**config.mk**
```make
export PLATFORM = sky130hd
export DESIGN_NAME = line_break_opportunity_finder_flat
export DESIGN_NICKNAME = d
export VERILOG_FILES = /design/src/hw/rtl/lbof_pkg.sv /design/src/hw/rtl/lbof_if.sv /design/src/hw/rtl/line_break_opportunity_finder.sv /design/src/hw/rtl/lbof_classify.sv /design/src/hw/rtl/lbof_decide.sv /design/src/flat_wrapper.sv
export VERILOG_INCLUDE_DIRS = /design/src /design/src/hw/rtl
export SDC_FILE = /design/constraint.sdc
export NUM_CORES = 1
export LEC_CHECK = 0
export ABC_AREA = 1
export BUFFER_PORTS_ARGS = -buffer_cell sky130_fd_sc_hd__buf_2
export CELL_PAD_IN_SITES_DETAIL_PLACEMENT = 1
export CELL_PAD_IN_SITES_GLOBAL_PLACEMENT = 2
export CORE_MARGIN = 2
export CORE_UTILIZATION = 25
export CTS_CLUSTER_SIZE = 16
export DETAILED_ROUTE_END_ITERATION = 6
export PLACE_DENSITY = 0.73
export SLEW_MARGIN = 10
export SYNTH_ARGS = -nofsm -noshare
export SYNTH_HDL_FRONTEND = slang
export SYNTH_SLANG_ARGS = --single-unit
```
**constraint.sdc**
```tcl
create_clock -name clk_i -period 3.41 [get_ports clk_i]
set_input_delay 0.5115 -clock clk_i [delete_from_list [all_inputs] [get_ports clk_i]]
set_output_delay 0.5115 -clock clk_i [all_outputs]
set_load 0.005 [all_outputs]
```
**src/hw/rtl/line_break_opportunity_finder_macros.svh**
```systemverilog
// Assertion macros for the line break opportunity finder RTL.
// Depends on clk_i and rst_ni being visible in the module that uses them.
`ifndef LINE_BREAK_OPPORTUNITY_FINDER_MACROS_SVH
`define LINE_BREAK_OPPORTUNITY_FINDER_MACROS_SVH

// Check a property on every clock edge outside reset.
`define LBOF_ASSERT(lbl, prop, msg) \
  lbl: assert property (@(posedge clk_i) disable iff (!rst_ni) (prop)) else $error(msg);

// Check that a condition implies a consequence in the next cycle.
`define LBOF_ASSERT_NEXT(lbl, ante, cons, msg) \
  lbl: assert property (@(posedge clk_i) disable iff (!rst_ni) (ante) |=> (cons)) \
    else $error(msg);

`endif

```
**src/hw/rtl/lbof_pkg.sv**
```systemverilog
// Package for the line break opportunity finder: class codes, break kinds,
// the pair table and the structs passed between modules. No dependencies.
package lbof_pkg;

  typedef enum logic [4:0] {
    CL_XX, CL_AL, CL_SP, CL_BK, CL_CR, CL_LF, CL_NL, CL_ZW, CL_WJ,
    CL_GL, CL_BA, CL_HY, CL_BB, CL_B2, CL_OP, CL_CL, CL_CP, CL_QU,
    CL_NS, CL_EX, CL_IS, CL_SY, CL_NU, CL_PR, CL_PO, CL_ID, CL_CM
  } lb_class_e;

  typedef enum logic [1:0] {
    KIND_NONE      = 2'd0,
    KIND_ALLOWED   = 2'd1,
    KIND_MANDATORY = 2'd2
  } break_kind_e;

  localparam int unsigned NumClasses = 27;

  // Row: class before the boundary, column: class after (leftmost bit is XX).
  localparam logic [0:NumClasses-1] PAIR_OK [NumClasses] = '{
    27'b000000000000_11_00000000000_1_0,       // XX
    27'b000000000000_11_00000000000_1_0,       // AL
    27'b11_0000000_111111_00_1_0000_11111,     // SP
    27'b111111111111111111111111111,           // BK
    27'b11111_0_111111111111111111111,         // CR
    27'b111111111111111111111111111,           // LF
    27'b111111111111111111111111111,           // NL
    27'b111_00000_1111111111111111111,         // ZW
    27'b000000000000000000000000000,           // WJ
    27'b000000000000000000000000000,           // GL
    27'b11_0000000000_111_0000000_1111_0,      // BA
    27'b11_0000000000_111_00000000_111_0,      // HY
    27'b000000000000000000000000000,           // BB
    27'b11_0000000000_1_0_1_0000000_1111_0,    // B2
    27'b000000000000000000000000000,           // OP
    27'b11_0000000000_111_0000000_1_00_1_0,    // CL
    27'b11_0000000000_111_0000000000_1_0,      // CP
    27'b000000000000000000000000000,           // QU
    27'b11_0000000000_111_0000000_1111_0,      // NS
    27'b11_0000000000_111_0000000_1111_0,      // EX
    27'b1_0_0000000000_111_00000000_111_0,     // IS
    27'b11_0000000000_111_00000000_111_0,      // SY
    27'b10_0000000000_11_00000000000_1_0,      // NU
    27'b10_0000000000_11_000000000_11_00,      // PR
    27'b10_0000000000_11_000000000_111_0,      // PO
    27'b11_0000000000_111_0000000_11_0_1_0,    // ID
    27'b000000000000_11_00000000000_1_0        // CM
  };

  typedef struct packed {
    logic      have_prev;
    lb_class_e prev_class;
  } lbof_state_t;

  typedef struct packed {
    break_kind_e break_before;
    break_kind_e break_at_end;
    lbof_state_t state_next;
  } lbof_dec_t;

  function automatic logic is_hard(input lb_class_e c);
    return (c == CL_BK) || (c == CL_LF) || (c == CL_NL) || (c == CL_CR);
  endfunction

  function automatic logic pair_allowed(input lb_class_e prev, input lb_class_e nxt);
    logic ok;
    ok = 1'b0;
    if ((prev <= CL_CM) && (nxt <= CL_CM)) begin
      ok = PAIR_OK[prev][nxt];
    end
    return ok;
  endfunction

endpackage

```
**src/hw/rtl/lbof_if.sv**
```systemverilog
// Valid/ready channel interfaces for the line break opportunity finder.
// Depends on nothing; payload widths are fixed by the item fields.
interface lbof_in_if;
  logic        valid;
  logic        ready;
  logic [20:0] code_point;
  logic        is_last;

  modport source (output valid, output code_point, output is_last, input ready);
  modport sink (input valid, input code_point, input is_last, output ready);
endinterface

interface lbof_out_if;
  logic       valid;
  logic       ready;
  logic [1:0] break_before;
  logic [4:0] char_class;
  logic [1:0] break_at_end;

  modport source (output valid, output break_before, output char_class,
                  output break_at_end, input ready);
  modport sink (input valid, input break_before, input char_class,
                input break_at_end, output ready);
endinterface

```
**src/hw/rtl/line_break_opportunity_finder.sv**
```systemverilog
// Line break opportunity finder, top level.
// An accepted code point goes through the input register, then classify +
// decide into the result register. Throughput: one code point per cycle
// while the output channel accepts results; back-pressure holds both stages.
// Reset clears both valid flags and the context (start of text).
`include "line_break_opportunity_finder_macros.svh"

module line_break_opportunity_finder import lbof_pkg::*; (
  input  logic       clk_i,
  input  logic       rst_ni,
  lbof_in_if.sink    in_ch_i,
  lbof_out_if.source out_ch_o
);

  typedef struct packed {
    logic [20:0] code_point;
    logic        is_last;
  } in_item_t;

  typedef struct packed {
    break_kind_e break_before;
    lb_class_e   char_class;
    break_kind_e break_at_end;
  } out_item_t;

  // Input register stage
  logic        s1_valid_q, s1_valid_d;
  in_item_t    s1_q;
  // Result register stage
  logic        out_valid_q, out_valid_d;
  out_item_t   out_q;
  // Context carried from one code point to the next
  lbof_state_t state_q;

  logic        in_fire;
  logic        out_free;
  logic        s1_adv;
  lb_class_e   cls;
  lbof_dec_t   dec;

  // The result register frees up when empty or when its transaction completes;
  // the input register then drains into it, so a new item can enter every cycle while the output is not stalled.
  assign out_free = !out_valid_q || out_ch_o.ready;
  assign s1_adv   = s1_valid_q && out_free;
  assign in_ch_i.ready = !s1_valid_q || out_free;
  assign in_fire  = in_ch_i.valid && in_ch_i.ready;

  assign s1_valid_d  = in_fire || (s1_valid_q && !s1_adv);
  assign out_valid_d = s1_adv || (out_valid_q && !out_ch_o.ready);

  lbof_classify u_classify (
    .code_point_i (s1_q.code_point),
    .char_class_o (cls)
  );

  lbof_decide u_decide (
    .char_class_i (cls),
    .is_last_i    (s1_q.is_last),
    .state_i      (state_q),
    .dec_o        (dec)
  );

  // Control: valid flags and context
  always_ff @(posedge clk_i or negedge rst_ni) begin
    if (!rst_ni) begin
      s1_valid_q         <= 1'b0;
      out_valid_q        <= 1'b0;
      state_q.have_prev  <= 1'b0;
      state_q.prev_class <= CL_XX;
    end else begin
      s1_valid_q  <= s1_valid_d;
      out_valid_q <= out_valid_d;
      // advance the context only when the item moves into the result stage
      if (s1_adv) begin
        state_q <= dec.state_next;
      end
    end
  end

  // Payload: load on transfer, hold otherwise
  always_ff @(posedge clk_i) begin
    if (in_fire) begin
      s1_q.code_point <= in_ch_i.code_point;
      s1_q.is_last    <= in_ch_i.is_last;
    end
    if (s1_adv) begin
      out_q.break_before <= dec.break_before;
      out_q.char_class   <= cls;
      out_q.break_at_end <= dec.break_at_end;
    end
  end

  assign out_ch_o.valid        = out_valid_q;
  assign out_ch_o.break_before = out_q.break_before;
  assign out_ch_o.char_class   = out_q.char_class;
  assign out_ch_o.break_at_end = out_q.break_at_end;

  // A full input stage accepts only while it drains in the same cycle.
  `LBOF_ASSERT(a_no_overwrite, !(in_fire && s1_valid_q) || s1_adv,
               "input stage overwritten")
  // The end of a text returns the context to start of text.
  `LBOF_ASSERT_NEXT(a_last_clears, s1_adv && s1_q.is_last, !state_q.have_prev,
                    "context kept past end")
  // The first boundary of a text is never a break.
  `LBOF_ASSERT_NEXT(a_first_none, s1_adv && !state_q.have_prev,
                    out_q.break_before == KIND_NONE, "break at start of text")
  // A shown result carries a valid class code.
  `LBOF_ASSERT(a_class_range, !out_valid_q || (out_q.char_class <= CL_CM),
               "class code out of range")

endmodule

```
**src/hw/rtl/lbof_classify.sv**
```systemverilog
// Code point classifier: fixed ASCII table, then a first-match range list.
// Depends on lbof_pkg.
module lbof_classify import lbof_pkg::*; (
  input  logic [20:0] code_point_i,
  output lb_class_e   char_class_o
);

  logic [20:0] c;
  assign c = code_point_i;

  always_comb begin
    char_class_o = CL_AL;
    if (c < 21'd128) begin
      case (c[6:0])
        7'h30, 7'h31, 7'h32, 7'h33, 7'h34,
        7'h35, 7'h36, 7'h37, 7'h38, 7'h39: char_class_o = CL_NU;
        7'h09:                        char_class_o = CL_BA;
        7'h0A:                        char_class_o = CL_LF;
        7'h0B, 7'h0C:                 char_class_o = CL_BK;
        7'h0D:                        char_class_o = CL_CR;
        7'h20:                        char_class_o = CL_SP;
        7'h21, 7'h3F:                 char_class_o = CL_EX;
        7'h22, 7'h27:                 char_class_o = CL_QU;
        7'h24, 7'h2B, 7'h5C:          char_class_o = CL_PR;
        7'h25:                        char_class_o = CL_PO;
        7'h28, 7'h5B, 7'h7B:          char_class_o = CL_OP;
        7'h29:                        char_class_o = CL_CP;
        7'h2C, 7'h2E, 7'h3A, 7'h3B:   char_class_o = CL_IS;
        7'h2D:                        char_class_o = CL_HY;
        7'h2F:                        char_class_o = CL_SY;
        7'h5D, 7'h7D:                 char_class_o = CL_CL;
        7'h7C:                        char_class_o = CL_BA;
        default:                      char_class_o = CL_AL;
      endcase
    end
    // first match wins: order of this chain matters where ranges overlap
    else if (c == 21'h00A0)                        char_class_o = CL_GL;
    else if (c == 21'h00A1)                        char_class_o = CL_OP;
    else if (c >= 21'h00A2 && c <= 21'h00A5)       char_class_o = CL_PR;
    else if (c == 21'h00AB)                        char_class_o = CL_QU;
    else if (c == 21'h00AD)                        char_class_o = CL_BA;
    else if (c == 21'h00B0)                        char_class_o = CL_PO;
    else if (c == 21'h00BB)                        char_class_o = CL_QU;
    else if (c == 21'h00BF)                        char_class_o = CL_OP;
    else if (c >= 21'h0300 && c <= 21'h036F)       char_class_o = CL_CM;
    else if (c >= 21'h1AB0 && c <= 21'h1AFF)       char_class_o = CL_CM;
    else if (c >= 21'h1DC0 && c <= 21'h1DFF)       char_class_o = CL_CM;
    else if (c >= 21'h2000 && c <= 21'h2006)       char_class_o = CL_BA;
    else if (c == 21'h2007)                        char_class_o = CL_GL;
    else if (c >= 21'h2008 && c <= 21'h200A)       char_class_o = CL_BA;
    else if (c == 21'h200B)                        char_class_o = CL_ZW;
    else if (c >= 21'h2010 && c <= 21'h2013)       char_class_o = CL_BA;
    else if (c == 21'h2014)                        char_class_o = CL_B2;
    else if (c >= 21'h2018 && c <= 21'h2019)       char_class_o = CL_QU;
    else if (c >= 21'h201C && c <= 21'h201D)       char_class_o = CL_QU;
    else if (c >= 21'h2020 && c <= 21'h2021)       char_class_o = CL_AL;
    else if (c == 21'h2026)                        char_class_o = CL_IS;
    else if (c >= 21'h2028 && c <= 21'h2029)       char_class_o = CL_BK;
    else if (c == 21'h2030)                        char_class_o = CL_PO;
    else if (c >= 21'h2039 && c <= 21'h203A)       char_class_o = CL_QU;
    else if (c == 21'h2044)                        char_class_o = CL_IS;
    else if (c == 21'h2060)                        char_class_o = CL_WJ;
    else if (c >= 21'h20A0 && c <= 21'h20CF)       char_class_o = CL_PR;
    else if (c >= 21'h2190 && c <= 21'h2BFF)       char_class_o = CL_AL;
    else if (c == 21'h3000)                        char_class_o = CL_ID;
    else if (c >= 21'h3001 && c <= 21'h3002)       char_class_o = CL_CL;
    else if (c >= 21'h3008 && c <= 21'h3011)       char_class_o = CL_OP;
    else if (c >= 21'h3014 && c <= 21'h301B)       char_class_o = CL_OP;
    else if (c == 21'h301C)                        char_class_o = CL_NS;
    else if (c >= 21'h3041 && c <= 21'h309F)       char_class_o = CL_ID;
    else if (c >= 21'h30A0 && c <= 21'h30FF)       char_class_o = CL_ID;
    else if (c >= 21'h3400 && c <= 21'h4DBF)       char_class_o = CL_ID;
    else if (c >= 21'h4E00 && c <= 21'h9FFF)       char_class_o = CL_ID;
    else if (c >= 21'hAC00 && c <= 21'hD7AF)       char_class_o = CL_ID;
    else if (c >= 21'hF900 && c <= 21'hFAFF)       char_class_o = CL_ID;
    else if (c >= 21'hFE30 && c <= 21'hFE4F)       char_class_o = CL_ID;
    else if (c == 21'hFEFF)                        char_class_o = CL_WJ;
    else if (c == 21'hFF01)                        char_class_o = CL_EX;
    else if (c == 21'hFF08)                        char_class_o = CL_OP;
    else if (c == 21'hFF09)                        char_class_o = CL_CP;
    else if (c == 21'hFF0C)                        char_class_o = CL_CL;
    else if (c == 21'hFF0E)                        char_class_o = CL_CL;
    else if (c == 21'hFF1F)                        char_class_o = CL_EX;
    else if (c >= 21'hFF00 && c <= 21'hFFEF)       char_class_o = CL_ID;
    else if (c >= 21'h20000 && c <= 21'h3FFFF)     char_class_o = CL_ID;
    else                                           char_class_o = CL_AL;
  end

endmodule

```
**src/hw/rtl/lbof_decide.sv**
```systemverilog
// Break decision for one boundary: hard breaks, space runs, combining marks,
// then the pair table. Also forms the next context. Depends on lbof_pkg.
module lbof_decide import lbof_pkg::*; (
  input  lb_class_e   char_class_i,
  input  logic        is_last_i,
  input  lbof_state_t state_i,
  output lbof_dec_t   dec_o
);

  lb_class_e   prev;
  lb_class_e   eff;
  lb_class_e   next_prev;
  break_kind_e kind;

  assign prev = state_i.prev_class;

  always_comb begin
    eff = char_class_i;
    // a combining mark with nothing to attach to acts as a letter
    if ((char_class_i == CL_CM) && (!state_i.have_prev || (prev == CL_SP) ||
        (prev == CL_ZW) || is_hard(prev))) begin
      eff = CL_AL;
    end

    kind = KIND_NONE;
    if (state_i.have_prev) begin
      if ((prev == CL_BK) || (prev == CL_LF) || (prev == CL_NL)) begin
        kind = KIND_MANDATORY;
      end else if (prev == CL_CR) begin
        kind = (char_class_i == CL_LF) ? KIND_NONE : KIND_MANDATORY;
      end else if (prev == CL_SP) begin
        if ((eff == CL_SP) || (eff == CL_WJ) || (eff == CL_GL) ||
            (eff == CL_ZW) || is_hard(eff)) begin
          kind = KIND_NONE;
        end else begin
          kind = KIND_ALLOWED;
        end
      end else if (eff == CL_CM) begin
        kind = KIND_NONE;
      end else begin
        kind = pair_allowed(prev, eff) ? KIND_ALLOWED : KIND_NONE;
      end
    end

    next_prev = (eff == CL_CM) ? prev : eff;

    dec_o.break_before = kind;
    dec_o.break_at_end = (is_last_i && is_hard(next_prev)) ? KIND_MANDATORY : KIND_NONE;
    if (is_last_i) begin
      dec_o.state_next.have_prev  = 1'b0;
      dec_o.state_next.prev_class = CL_XX;
    end else begin
      dec_o.state_next.have_prev  = 1'b1;
      dec_o.state_next.prev_class = next_prev;
    end
  end

endmodule
```
**src/flat_wrapper.sv**
```systemverilog
// flat-port wrapper written by rule: the top's interface ports become plain ports
module line_break_opportunity_finder_flat import lbof_pkg::*;
  (clk_i, rst_ni, in_ch_i_valid, in_ch_i_code_point, in_ch_i_is_last, in_ch_i_ready, out_ch_o_valid, out_ch_o_break_before, out_ch_o_char_class, out_ch_o_break_at_end, out_ch_o_ready);
  lbof_in_if in_ch_i_i ();
  lbof_out_if out_ch_o_i ();
  input  logic clk_i;
  input  logic rst_ni;
  input wire logic [$bits(in_ch_i_i.valid)-1:0] in_ch_i_valid;
  input wire logic [$bits(in_ch_i_i.code_point)-1:0] in_ch_i_code_point;
  input wire logic [$bits(in_ch_i_i.is_last)-1:0] in_ch_i_is_last;
  output wire logic [$bits(in_ch_i_i.ready)-1:0] in_ch_i_ready;
  output wire logic [$bits(out_ch_o_i.valid)-1:0] out_ch_o_valid;
  output wire logic [$bits(out_ch_o_i.break_before)-1:0] out_ch_o_break_before;
  output wire logic [$bits(out_ch_o_i.char_class)-1:0] out_ch_o_char_class;
  output wire logic [$bits(out_ch_o_i.break_at_end)-1:0] out_ch_o_break_at_end;
  input wire logic [$bits(out_ch_o_i.ready)-1:0] out_ch_o_ready;
  assign in_ch_i_i.valid = in_ch_i_valid;
  assign in_ch_i_i.code_point = in_ch_i_code_point;
  assign in_ch_i_i.is_last = in_ch_i_is_last;
  assign in_ch_i_ready = in_ch_i_i.ready;
  assign out_ch_o_valid = out_ch_o_i.valid;
  assign out_ch_o_break_before = out_ch_o_i.break_before;
  assign out_ch_o_char_class = out_ch_o_i.char_class;
  assign out_ch_o_break_at_end = out_ch_o_i.break_at_end;
  assign out_ch_o_i.ready = out_ch_o_ready;
  line_break_opportunity_finder u_core (.clk_i(clk_i), .rst_ni(rst_ni), .in_ch_i(in_ch_i_i), .out_ch_o(out_ch_o_i));
endmodule
```
== Word level (Yosys, flattened, before mapping) ==
Memories as Yosys holds them, arrays and structs flattened. A register that Yosys moved wholly into a read port is not among the register bits.
Cells that the tools add are included.

* Bits of input ports: 26
* Register bits after elaboration: 39
* Memory bits (writable): 0
* Bits in latches: 0
* Logic and storage cells: 248
* Memories kept: 2
* Output and inout bits: 11
* Bits in read-only memories: 1504

* Div/mod/pow operators: 0
* Eq/ne operators: 44
* Bitwise operators: 3
* Multiply operators: 0
* Shift-type cells: 0
* Reductions and logical operators: 59
* $lt $le $gt $ge: 57
* Add/subtract/negate cells: 0
* Multiplexer cells: 73

{| class="wikitable"
|+ Memory list
! memory !! depth !! bits a word !! rd ports !! clocked after memory_dff !! wr ports !! line !! RTL
|-
| (name not given) || 32 || 27 || 1 || 0 || 0 || lbof_pkg.sv:69 || <nowiki>ok = PAIR_OK[prev][nxt];</nowiki>
|-
| (name not given) || 128 || 5 || 1 || 1 || 0 || lbof_classify.sv:14 || <nowiki>case (c[6:0])</nowiki>
|}

{| class="wikitable"
|+ Operator list
! cell !! number
|-
| >= comparator 21 x 14 -> 1 bit, second input constant || 16
|-
| <= comparator 21 x 14 -> 1 bit, second input constant || 15
|-
| 2-to-1 mux 5 bit || 52
|-
| == test 21 x 14 -> 1 bit, second input constant || 9
|-
| == test 21 x 16 -> 1 bit, second input constant || 7
|-
| == test 21 x 8 -> 1 bit, second input constant || 7
|-
| <= comparator 21 x 16 -> 1 bit, second input constant || 5
|-
| >= comparator 21 x 16 -> 1 bit, second input constant || 4
|-
| == test 5 x 3 -> 1 bit, second input constant || 12
|-
| 2-to-1 mux 27 bit || 2
|-
| >= comparator 21 x 13 -> 1 bit, second input constant || 2
|-
| <= comparator 21 x 13 -> 1 bit, second input constant || 2
|-
| logical AND 1 bit || 33
|-
| == test 5 x 2 -> 1 bit, second input constant || 5
|-
| >= comparator 21 x 10 -> 1 bit, second input constant || 1
|-
| >= comparator 21 x 15 -> 1 bit, second input constant || 1
|-
| >= comparator 21 x 18 -> 1 bit, second input constant || 1
|-
| >= comparator 21 x 8 -> 1 bit, second input constant || 1
|-
| <= comparator 21 x 10 -> 1 bit, second input constant || 1
|-
| <= comparator 21 x 15 -> 1 bit, second input constant || 1
|-
| <= comparator 21 x 18 -> 1 bit, second input constant || 1
|-
| <= comparator 21 x 8 -> 1 bit, second input constant || 1
|-
| less-than comparator 21 x 8 -> 1 bit, second input constant || 1
|-
| logical OR 1 bit || 20
|-
| other kinds (13) || 36
|}

== Logic depth before layout (Yosys ltp) ==
Gate-level depths: netlist of run 1.

* Depth in word-level cells: 70
* Gate-level depth with buffers: 28
* Gate-level depth less buffers: 27

== Hierarchy ==
From an unflattened synthesis of run 1, not the netlist that was laid out.

* Cells, all modules: 882
* Area, all modules: 5277.6 um^2

{| class="wikitable"
|+ By module, submodules not included
! module !! sequential area each (um^2) !! area each (um^2) !! instances !! cells an instance
|-
| lbof_classify || 0.0 || 3004.1 || 1 || 621
|-
| line_break_opportunity_finder || 1131.1 || 1262.5 || 1 || 68
|-
| lbof_decide || 0.0 || 1011.0 || 1 || 193
|}

== Least setup slack after synthesis of run 1 ==
OpenSTA, ideal clock, no wires.

* Path kind: reg2reg
* Start point: register u_core.s1_q[17] (netlist name)
* End point: register u_core.out_ch_o.break_before[0] (netlist name)
* Slack: 0.354 ns
* Stages on the path, launching flop included: 27
* Data arrival time: 2.801 ns
* Path buffers: 0
* Data required time: 3.156 ns
* Clock period less this slack: 3.056 ns
* Library setup time: 0.254 ns
* Path through: edfxtp_1 nor2_2 nand2_2 nor2_4 nand3_1 nand2_1 nand2_1 nand2_2 nand2_1 nor2_1 nand3_1 nor2_1 nand4_2 nor2_2 nand2_2 nor2_4 nand3_4 nand2_4 inv_2 nor2_2 nand2_1 nor2_1 nor2_1 nand2_1 nand2_1 nand3_1 a21oi_2

* Elaborated cells on any way between the ends: 188
* Classes of those cells: order compare: 54; eq/ne: 33; mux: 65; bitwise: 1; reduce/logical: 35

{| class="wikitable"
|+ RTL lines
! element !! line !! RTL
|-
| start, declared || line_break_opportunity_finder.sv:28 || <nowiki>in_item_t s1_q;</nowiki>
|-
| >= comparator 21 x 16 -> 1 bit / <= comparator 21 x 16 -> 1 bit (equally long branches) || lbof_classify.sv:84 || <nowiki>else if (c >= 21'hFF00 && c <= 21'hFFEF) char_class_o = CL_ID;</nowiki>
|-
| logical AND 1 bit || lbof_classify.sv:84 ||
|-
| 2-to-1 mux 5 bit || lbof_classify.sv:84 ||
|-
| 2-to-1 mux 5 bit || lbof_classify.sv:83 || <nowiki>else if (c == 21'hFF1F) char_class_o = CL_EX;</nowiki>
|-
| 2-to-1 mux 5 bit || lbof_classify.sv:82 || <nowiki>else if (c == 21'hFF0E) char_class_o = CL_CL;</nowiki>
|-
| 2-to-1 mux 5 bit || lbof_classify.sv:81 || <nowiki>else if (c == 21'hFF0C) char_class_o = CL_CL;</nowiki>
|-
| 2-to-1 mux 5 bit || lbof_classify.sv:80 || <nowiki>else if (c == 21'hFF09) char_class_o = CL_CP;</nowiki>
|-
| 2-to-1 mux 5 bit || lbof_classify.sv:79 || <nowiki>else if (c == 21'hFF08) char_class_o = CL_OP;</nowiki>
|-
| (+43 left out) || -- ||
|-
| net u_core.cls[2] || line_break_opportunity_finder.sv:38 || <nowiki>lb_class_e cls;</nowiki>
|-
| (+9 left out) || -- ||
|-
| 2-to-1 mux 1 bit || lbof_decide.sv:31 || <nowiki>end else if (prev == CL_SP) begin</nowiki>
|-
| 2-to-1 mux 1 bit || lbof_decide.sv:29 || <nowiki>end else if (prev == CL_CR) begin</nowiki>
|-
| 2-to-1 mux 1 bit || lbof_decide.sv:27 || <nowiki>if ((prev == CL_BK) || (prev == CL_LF) || (prev == CL_NL)) begin</nowiki>
|-
| 2-to-1 mux 1 bit || lbof_decide.sv:26 || <nowiki>if (state_i.have_prev) begin</nowiki>
|-
| 2-to-1 mux 1 bit || lbof_decide.sv:41 || <nowiki>kind = pair_allowed(prev, eff) ? KIND_ALLOWED : KIND_NONE;</nowiki>
|-
| 2-to-1 mux 1 bit || lbof_decide.sv:38 || <nowiki>end else if (eff == CL_CM) begin</nowiki>
|-
| 2-to-1 mux 2 bit (*) || lbof_decide.sv:31 ||
|-
| 2-to-1 mux 2 bit (*) || lbof_decide.sv:29 ||
|}

The timed path passes the listed nets; every way through them passes the cells marked *. The select of a mux whose other input is x is not followed.
A chain may end at the register's enable or synchronous reset.

==> flow_metrics.tcl, run 1 <==
set metrics [dict create \
    drcViolationCount 0 \
    yosys.area.top_type "edfxtp_1" \
    diodes 0 \
    critPathMaxFanout 8 \
    netlist-cell-type-count 53 \
    worstSkewPairLatency_ns 0.30 \
    vias 6104 \
    antenna_left 0 \
    hpwl_um 16800 \
    slew_headroom_pct 53.60 \
    p_sw_uw 724.2 \
    area_delta_synth_final_pct 48.88 \
    ir_drop_mv 0.1657 \
    die_w_um 143.9 \
    rsz0062_at_grt "true" \
    arrival_ns 3.56 \
    setup_viol 2 \
    htree_levels 2 \
    drive_gt1_share_pct 38.73 \
    cp.required_ns 3.47 \
    drv_slew 0 \
    grt_overflow 0 \
    cellInternalPower_mw 1.172 \
    final_nets 1027 \
    drtPass1Iterations 5 \
    finalHoldViolCount 0 \
    violations "negative setup slack" \
    clockBufferDepth 2 \
    hold_slack_ns 0.03895 \
    grt_usage_pct 20.27 \
    final_cell_mix "164 x nand2_1, 144 x buf_4, 90 x inv_1" \
    use_met2_pct 32.43 \
    postCtsHoldBufs 0 \
    met1_usage_pct 29.02 \
    fin_crit_ns 3.496 \
    place.gp.congestion 0.9200 \
    final_common_cell "nand2_1" \
    finClkSkew_ns 0.004506 \
    synth-async-reset-ratio_pct 18.60 \
    path_clk_slew_ns 0.07 \
    max_freq_mhz 286.0 \
    p_clk_share_pct 27.4 \
    swShare_pct 38.20 \
    synth_edf_count 30 \
    critPathKind "flop to flop" \
    p_per_area_nw_per_um2 260.2 \
    synth-main-ff-cell "edfxtp_1" \
    max-cap-violations 0 \
    grt_pass1_wl_um 32680 \
    cts_tree "yes" \
    yosys-top-cells-area "edfxtp_1 18%, nand2_1 15%, nor2_1 8.5%" \
    netlist.area_leader.share_pct 18.40 \
    via_per_inst 4.868 \
    hold_class "input port to asynchronous set/reset pin" \
    avgSynthCellArea_um2 6.103 \
    seqPwrFrac_pct 34.7 \
    routed_wl_um 21200 \
    cts_root_buffer "clkbuf_16" \
    worst_pin_slew_ns 0.6914 \
    num_rows 51 \
    p_leak_nw 3.436 \
    ios 37 \
    worst_slack_ns -0.08605 \
    die-area_um2 20710 \
    synth-seq-cells 43 \
    grt_max_degree 23 \
    critPathCaptureType "flop" \
    cts_sinks 43 \
    synth_seq_area_share_pct 24.54 \
    dpl.cell_count 1206 \
    portBuffers 35 \
    yosysWarnings 0 \
    final_core_util_pct 37.69 \
    netlist_instances 802 \
    first_global_vias 6002 \
    die_h_um 143.9 \
    comb_power_share_pct 37.9 \
    start_kind "flop" \
    synth_nets 841 \
    initial_core_util_pct 25.32 \
    synth_area_um2 4895 \
    status "complete, but fails checks" \
    finalCritPeriodShare_pct 102.5 \
    antenna_found_initial 0 \
    core_area_um2 19330 \
    post_drt_wl_per_cell_um 16.91 \
    drt_iter0_markers 358 \
    numCtsBuffers 5 \
    grt_busiest_layer "met2" \
    finalNonFillerCells 1254 \
    gr-usage-met3_pct 3.166 \
]
-- critical path, stage by stage (launching register included) --
cell	delay [ns]
edfxtp_1	0.45
buf_4	0.18
nor2_4	0.11
nand2_2	0.07
nor2_4	0.19
nand3_1	0.10
nand3_1	0.09
nand2_1	0.05
nand2_1	0.12
nand2_1	0.11
nor2_4	0.10
nand4_1	0.18
nor3_2	0.21
nand4_1	0.17
nand2_2	0.13
nor2_4	0.06
nand3_4	0.10
nand2_4	0.07
nor2_4	0.09
inv_2	0.05
nor2_4	0.13
nand2_4	0.09
o21ai_2	0.16
inv_2	0.06
a21oi_1	0.13
nor2_1	0.06
-- synth_stat cells (all sizes together), types with 3 or more instances --
| master | n |
|---|---|
| clkbuf | 4 |
| edfxtp | 30 |
| nand3 | 82 |
| dfxtp | 5 |
| clkinv | 5 |
| ha | 13 |
| a31oi | 4 |
| dfrtp | 8 |
| nor3 | 27 |
| o21ai | 64 |
| inv | 114 |
| nand2 | 206 |
| a211oi | 3 |
| o211ai | 10 |
| o31ai | 3 |
| a21oi | 23 |
| nor2 | 136 |
| nand4 | 32 |
| buf | 9 |
| or2 | 3 |
-- power by group through the flow --
stage                     Clock, mW  Combinational, mW  Sequential [mW]
after global placement            0              0.604            0.668
after detailed placement          0              0.607            0.669
final                         0.520              0.718            0.658
after floorplan                   0              0.350            0.661
after CTS                     0.536              0.635            0.657
after global routing          0.551              0.794            0.665
-- per-stage QoR --
| stage | worst slack [ns] | setup TNS [ns] | cell area [µm²] | total power [mW] |
|---|---|---|---|---|
| 2_1_floorplan | 0.3544 | 0 | 4895 | 1.011 |
| 3_3_place_gp | -0.02934 | -0.04498 | 6218 | 1.271 |
| 3_5_place_dp | -0.09808 | -0.1652 | 6218 | 1.276 |
| 4_1_cts | -0.0006866 | -0.0006866 | 6583 | 1.829 |
| 5_1_grt | -0.3446 | -1.415 | 7287 | 2.010 |
| 6_report | -0.08605 | -0.1450 | 7287 | 1.896 |
-- area by class of cell --
type,instances,area [µm²]
fill,2500,12050
clock buffer,5,125.1
tap,265,331.6
timing repair buffer,192,1411
sequential,43,1201
clock inverter,3,26.28
multi-input combinational,627,3729
inverter,119,462.9
-- cells by family (layout without fill, tap and decap cells) --
group           after synthesis  after routing  share of synthesized area, %
fa+ha+maj                    13             13                         3.323
buf+inv                     132            319                         10.63
flops                        43             43                         24.54
other cells                   1              1                       0.07661
simple gates                489            489                         46.32
compound gates              124            124                         15.11
-- path summary, 6_finish.rpt --
kind                                         from  depth (start not counted)                               to  slack (ns)
hold / removal                             rst_ni                          1                u_core.state_q[0]        0.04
hold reg to reg                 u_core.s1_valid_q                          2            u_core.out_ch_o.valid        0.52
setup / recovery                  u_core.s1_q[15]                         25  u_core.out_ch_o.break_at_end[1]       -0.09
setup reg to reg                  u_core.s1_q[15]                         25  u_core.out_ch_o.break_at_end[1]       -0.09
max in group asynchronous                  rst_ni                          1                u_core.state_q[5]        3.20
min in group clk_i         in_ch_i_code_point[16]                          1                  u_core.s1_q[17]        0.38
-- routing by layer --
layer | wire length (µm) | vias to the layer above | share of wire [%]
met3 | 780 | 20 | 3.7
met1 | 10310 | 2938 | 49
met2 | 9840 | 99 | 46
met4 | 270 | 0 | 1.3
met5 | 0 | - | 0
li1 | - | 3047 | -
-- what timing repair did --
action | in CTS | in global routing
cloned | 0 | 0
pin swaps | 19 | 66
buffers inserted | 13 | 29
endpoints found under the setup margin | 3 | 8
gates resized for setup | 36 | 142
Note: power is estimated with default switching activity, not from simulation.
==> run 2, diff against run 1 <==
Settings changed: CORE_ASPECT_RATIO set to 0.7.
==> run 2 against run 1 <==
Compared with the run above: the flow still finishes with violations (negative setup slack); cell count grew 2.2%; combinational power is 5.0% higher; global-route usage up 1.1 points; flip-flop and latch count did not move; sequential power is essentially flat; clock skew is 0.0013 ns higher; hold slack better by 0.0095 ns; critical path type unchanged.
==> flow_metrics.tcl, run 2 (synthesis gave the netlist of run 1 again) <==
set metrics [dict create \
    status "complete, but fails checks" \
    violations "negative setup slack" \
    grt_pass1_wl_um 34120 \
    portBuffers 35 \
    numCtsBuffers 5 \
    core_area_um2 19020 \
    dpl.cell_count 1235 \
    rsz0062_at_grt "true" \
    slew_headroom_pct 60.10 \
    ir_drop_mv 0.1717 \
    finalCritPeriodShare_pct 105.1 \
    drtPass1Iterations 6 \
    post_drt_wl_per_cell_um 17.51 \
    num_rows 42 \
    max_stage_delay_ns 0.50 \
    cts_tree "yes" \
    critPathKind "flop to flop" \
    ios 37 \
    p_leak_nw 3.539 \
    start_kind "flop" \
    die-area_um2 20730 \
    p_clk_share_pct 26.5 \
    p_sw_uw 738.2 \
    hpwl_um 17760 \
    antenna_left 0 \
    finalNonFillerCells 1281 \
    initial_core_util_pct 25.73 \
    crit_top_cell "nand2_1" \
    seqPwrFrac_pct 34.2 \
    fin_area_um2 7478 \
    p_per_area_nw_per_um2 256.7 \
    arrival_ns 3.75 \
    critPathMaxFanout 7 \
    vias 6350 \
    diodes 0 \
    cp.required_ns 3.58 \
    finClkSkew_ns 0.005814 \
    placed_area_um2 6442 \
    cts_root_buffer "clkbuf_16" \
    final_nets 1055 \
    finalHoldViolCount 0 \
    drive_gt1_share_pct 38.84 \
    first_global_vias 6069 \
    swShare_pct 38.46 \
    worst_pin_slew_ns 0.5945 \
    max_freq_mhz 278.9 \
    routed_wl_um 22440 \
    antenna_found_initial 0 \
    comb_power_share_pct 39.3 \
    critPathCaptureType "flop" \
    fin_crit_ns 3.585 \
    hold_class "input port to asynchronous set/reset pin" \
    htree_levels 2 \
    drt_iter0_markers 550 \
    worstSkewPairLatency_ns 0.30 \
    path_clk_slew_ns 0.07 \
    worst_slack_ns -0.1751 \
    cellInternalPower_mw 1.181 \
    clockBufferDepth 2 \
    via_per_inst 4.957 \
    setup_viol 4 \
    grt_overflow 0 \
    area_delta_synth_final_pct 52.79 \
    max-cap-violations 0 \
    cts_sinks 43 \
    grt_usage_pct 21.36 \
    final_common_cell "nand2_1" \
    final_cell_mix "168 x nand2_1, 163 x buf_4, 93 x inv_1" \
    critical_path.slowest_cell "edfxtp_1" \
    die_w_um 171.2 \
    place.gp.congestion 0.9631 \
    die_h_um 121.1 \
    drcViolationCount 0 \
    drv_slew 0 \
    grt_max_degree 23 \
]
[run 2: cell types whose count changed in the layout (fill, tap and decap cells not counted), sizes merged]
cell / before / now
clkinv: 4 / 6
buf: 192 / 220
inv: 117 / 114
clkbuf: 5 / 6
[run 2: power by group through the flow]
stage / clock [mW] / combinational, mW / sequential (mW)
detailed placement: 0 / 0.631 / 0.669
CTS: 0.521 / 0.675 / 0.657
finish: 0.509 / 0.754 / 0.656
floorplan: 0 / 0.350 / 0.661
global route: 0.537 / 0.827 / 0.662
global placement: 0 / 0.628 / 0.665
[run 2: what timing repair did]
| action | CTS | global route |
|---|---|---|
| pin swaps | 33 | 38 |
| setup endpoints to repair | 4 | 8 |
| buffers inserted | 19 | 19 |
| gates resized for setup | 46 | 119 |
| hold buffers | 0 | 0 |
[run 2: metal layers]
| metal | share of wire (%) | up-vias | wire length (µm) | GRT usage (%) |
|---|---|---|---|---|
| met5 | 0 | - | 0 | 0 |
| met4 | 0.79 | 0 | 177 | 3.178 |
| met3 | 7.7 | 13 | 1734 | 4.077 |
| met2 | 38 | 194 | 8515 | 27.52 |
| met1 | 54 | 3039 | 12010 | 35.67 |
| li1 | - | 3104 | - | - |
[run 2: worst paths after layout]
kind                                   startpoint                         endpoint  slack [ns]  cells past startpoint
max in group asynchronous                  rst_ni                u_core.state_q[3]        3.17                      1
min                                        rst_ni                u_core.state_q[2]        0.05                      1
max reg2reg                       u_core.s1_q[10]  u_core.out_ch_o.break_before[0]       -0.18                     25
max                               u_core.s1_q[10]  u_core.out_ch_o.break_before[0]       -0.18                     25
min reg2reg                     u_core.s1_valid_q            u_core.out_ch_o.valid        0.50                      2
min in group clk_i         in_ch_i_code_point[18]                  u_core.s1_q[19]        0.38                      1
[run 2: layout make-up]
class / instances / area [µm²]
fillers: 2519 / 11540
multi-input cells: 627 / 3671
repair buffers: 220 / 1673
flip-flops and latches: 43 / 1201
inverters: 119 / 460.4
well taps: 264 / 330.3
clock buffers: 6 / 128.9
clock inverters: 2 / 13.76
[run 2: worst max-delay path: cells and delay by family, from the launching register on]
kind,cells,cell delay (ns)
buffers and inverters,2,0.26
and+or+nand+nor,21,2.38
DFF,1,0.50
AOI/OAI and AO/OA,2,0.27
[run 2: metrics by stage]
step / setup TNS, ns / util, % / power, mW / hold slack, ns / setup WS (ns)
floorplan: 0 / - / 1.011 / 0.2159 / 0.3544
global placement: -0.2843 / 33.87 / 1.294 / 0.3793 / -0.1416
detailed placement: -0.4404 / 33.87 / 1.300 / 0.3781 / -0.1996
CTS: -0.1025 / 36.14 / 1.853 / 0.05509 / -0.05518
global route: -1.947 / 39.31 / 2.026 / 0.06041 / -0.3978
finish: -0.4458 / 39.31 / 1.920 / 0.04847 / -0.1751
